`src/hdl/okq_pkg.sv`:
```
`default_nettype none
package okq_pkg;

	localparam int unsigned ITEMS_DEF  = 1024;
	localparam int unsigned GROUPS_DEF = 128;

	localparam int unsigned KIND_W  = 3;
	localparam int unsigned ID_W    = 10;
	localparam int unsigned LEVEL_W = 8;
	localparam int unsigned GROUP_W = 7;

	localparam logic [KIND_W-1:0] KIND_ADD          = 3'd0;
	localparam logic [KIND_W-1:0] KIND_REMOVE       = 3'd1;
	localparam logic [KIND_W-1:0] KIND_GROUP_PICK   = 3'd2;
	localparam logic [KIND_W-1:0] KIND_GLOBAL_PICK  = 3'd3;
	localparam logic [KIND_W-1:0] KIND_LEVEL_SEARCH = 3'd4;

	typedef enum logic [1:0] {
		MODE_ALL,
		MODE_GROUP,
		MODE_AT_OR_ABOVE,
		MODE_BELOW
	} mode_t;

	typedef struct packed {
		logic               valid;
		logic [LEVEL_W-1:0] level;
		logic [GROUP_W-1:0] grp;
	} entry_t;

	localparam int unsigned ENTRY_W = $bits(entry_t);

	typedef struct packed {
		mode_t              mode;
		logic [GROUP_W-1:0] grp;
		logic [LEVEL_W-1:0] thr;
		logic               want_max;
	} query_t;

endpackage
`default_nettype wire

```
`src/hdl/okq_cmp.sv`:
```
`default_nettype none
module okq_cmp #(
	parameter int unsigned IDX_W = 10
) (
	input  wire okq_pkg::query_t                          query,
	input  wire okq_pkg::entry_t                          entry,
	input  wire logic [IDX_W-1:0]                         idx,
	input  wire logic                                     have,
	input  wire logic [okq_pkg::LEVEL_W+IDX_W-1:0]        best,
	output logic                                          take
);

	import okq_pkg::*;

	localparam int unsigned KEY_W = LEVEL_W + IDX_W;

	logic             ok;
	logic [KEY_W-1:0] key;
	logic             better;

	always_comb begin
		unique case (query.mode)
			MODE_ALL:         ok = entry.valid;
			MODE_GROUP:       ok = entry.valid && (entry.grp == query.grp);
			MODE_AT_OR_ABOVE: ok = entry.valid && (entry.level >= query.thr);
			MODE_BELOW:       ok = entry.valid && (entry.level < query.thr);
			default:          ok = 1'b0;
		endcase
	end

	assign key    = {entry.level, idx};
	assign better = query.want_max ? (key > best) : (key < best);
	assign take   = ok && (!have || better);

endmodule
`default_nettype wire

```
`config.mk`:
```
export PLATFORM = sky130hd
export DESIGN_NAME = okq_cmp
export DESIGN_NICKNAME = d
export VERILOG_FILES = /design/src/hdl/okq_pkg.sv /design/src/hdl/okq_cmp.sv
export SDC_FILE = /design/constraint.sdc
export NUM_CORES = 1
export LEC_CHECK = 0
export ABC_AREA = 1
export ABC_CLOCK_PERIOD_IN_PS = 2200
export BUFFER_PORTS_ARGS = -buffer_cell sky130_fd_sc_hd__buf_2
export CORE_MARGIN = 5
export CORE_UTILIZATION = 45
export DETAILED_ROUTE_END_ITERATION = 10
export PLACE_DENSITY_LB_ADDON = 0.3
export SYNTH_ARGS = -nofsm -noshare
export SYNTH_HDL_FRONTEND = slang
export SYNTH_SLANG_ARGS = --single-unit
export TNS_END_PERCENT = 100
```
`constraint.sdc`:
```
create_clock -name vclk -period 2.2
set_input_delay 0.44 -clock vclk [all_inputs]
set_output_delay 0.44 -clock vclk [all_outputs]
set_load 0.01 [all_outputs]
```
==> flow_metrics.tcl <==
set metrics [dict create \
    cpPeakStageDelay_ns 0.30 \
    overflow 0 \
    grt_max_degree 4 \
    routed-via-count 1193 \
    core_mm2 0.00200 \
    ctsResizeCount 0 \
    clock_buffers 0 \
    slew_headroom_pct 90.0 \
    peakVddDrop_mv 0.120 \
    pre_cts_ws_ns 0.0306 \
    required_ns 1.76 \
    numPortBuffers 64 \
    hold_viol 0 \
    drt-initial-drc-count 17 \
    hp-class "in2out" \
    layout.core_utilization_pct 79.8 \
    cp-start-kind "input port" \
    setup_viol 0 \
    register_area_um2 0 \
    layout_setup_ws_ns 0.0947 \
    drcViolationCount 0 \
    path_max_fanout 2 \
    fin_nets 330 \
    grt_pass1_wl_um 3600 \
    die_h_um 56.1 \
    status "finished, final reports clean" \
    slew_violations 0 \
    rows 16 \
    period_minus_slack_ns 2.11 \
    wl_um 2730 \
    place_hpwl_um 2030 \
    yosysTopAreaCellShare_pct 34.0 \
    synth_commonest_cells "nand2_1 (54), inv_1 (53), ha_1 (26)" \
    synthesis.area_um2 956 \
    cellPowerDensity_mw_per_mm2 185 \
    fin_crit_sh_pct 95.7 \
    timing.fmax_mhz 475 \
    area_delta_synth_final_pct 67.0 \
    ys_seq_area_share_pct 0 \
    seq_cell_count 0 \
    cts_post_setup_buffers_inserted 0 \
    gp_congestion 0.792 \
    start_util_pct 47.8 \
    place_area_mm2 0.00131 \
    fillers 155 \
    end_kind "output port" \
    first_pass_iters 4 \
    crit_slowest_cell "ha_1" \
    timing_worst_setup_path_type "in2out" \
    io_pins 64 \
    first_global_vias 957 \
    p_leak_nw 0.983 \
    synth_nets 264 \
    cp.arrival_ns 1.67 \
    gr-usage-all-layers_pct 12.7 \
    ant_nets 0 \
    die_area_mm2 0.00315 \
    postSynthAreaPerCell_um2 5.46 \
    yosysMostFrequentCell "nand2_1" \
    dieWidth_um 56.1 \
    synth_area_leaders "ha_1 (34%), nand2_1 (21%), inv_1 (21%)" \
    cp_common_cell "buf_2" \
    drt-vias-per-instance 4.48 \
    path_cells "buf_2 -> ha_1 -> a21o_1 -> a21oi_2 -> nand4_1 -> nand3_1 -> nand2_1 -> nor2_1 -> buf_2" \
    design_area_mm2 0.00160 \
    drive_above_1_share_pct 46.0 \
    antenna_found_initial 0 \
    worst_pin_slew_ns 0.148 \
    cap_viol_max_count 0 \
    hold_buffers 0 \
    drt-wirelength-per-cell_um 10.3 \
    yosysUniqueCellTypes 15 \
    synth_top_area_cell "ha_1" \
    tns_ns 0 \
    multi_input_area_mm2 0.00102 \
    ys_warn_count 0 \
    antenna_cells 0 \
    syn-instance-count 175 \
]
## through the flow
step           total power (W)  hold slack (ns)  std cells
3_5_place_dp          0.000209             1.19        266
3_3_place_gp          0.000207             1.19        266
2_1_floorplan         0.000127            0.977        175
5_1_grt               0.000337             1.23        266
4_1_cts               0.000210             1.19        266
6_report              0.000295             1.19        266
## cell usage in the layout (no fill, tap or decap), drive strengths merged
| cell type | instances |
|---|---|
| inv | 53 |
| nand3 | 5 |
| a21oi | 7 |
| nand2 | 58 |
| nand4 | 3 |
| nor2 | 16 |
| a21o | 4 |
| xnor2 | 1 |
| buf | 64 |
| nor3 | 1 |
| o21ai | 1 |
| ha | 26 |
## logic make-up after synthesis
group                      Yosys count  share of synthesized area (%)
buffers and inverters               53                           20.8
and+or+nand+nor                     83                           36.5
xor gates and xnor gates             1                          0.916
AOI/OAI and AO/OA                   12                           7.72
adders and majority gates           26                           34.0
## worst paths after layout
kind / from / to / slack [ns] / cells past startpoint
hold / removal: entry[15] / take / 1.19 / 4
setup / recovery: entry[14] / take / 0.09 / 9
## layer usage
metal | vias up | share of wire [%] | global-route usage [%] | routed length [um]
met4 | 0 | 1.6 | 0 | 43
li1 | 653 | - | - | -
met2 | 42 | 51 | 22.7 | 1390
met1 | 494 | 40 | 16.9 | 1100
met5 | - | 0 | 0 | 0
met3 | 4 | 7.1 | 2.09 | 193
## power by group
group,switching (W),total [W],internal [W],leakage (nW)
Sequential,0,0,0,0
Clock,0,0,0,0
Combinational,0.000146,0.000295,0.000149,0.983
Total,0.000146,0.000295,0.000149,0.983
## area by class of cell
class	count	area share [%]
multi-input cells	122	63.9
well taps	27	2.12
inverters	53	12.6
repair buffers	64	21.4
## critical path: cells and delay by family
family | cells | cell delay, ns
buf+inv | 2 | 0.25
simple gates | 4 | 0.32
compound gates | 2 | 0.35
fa+ha+maj | 1 | 0.30
Power figures use the tool's default switching activity.
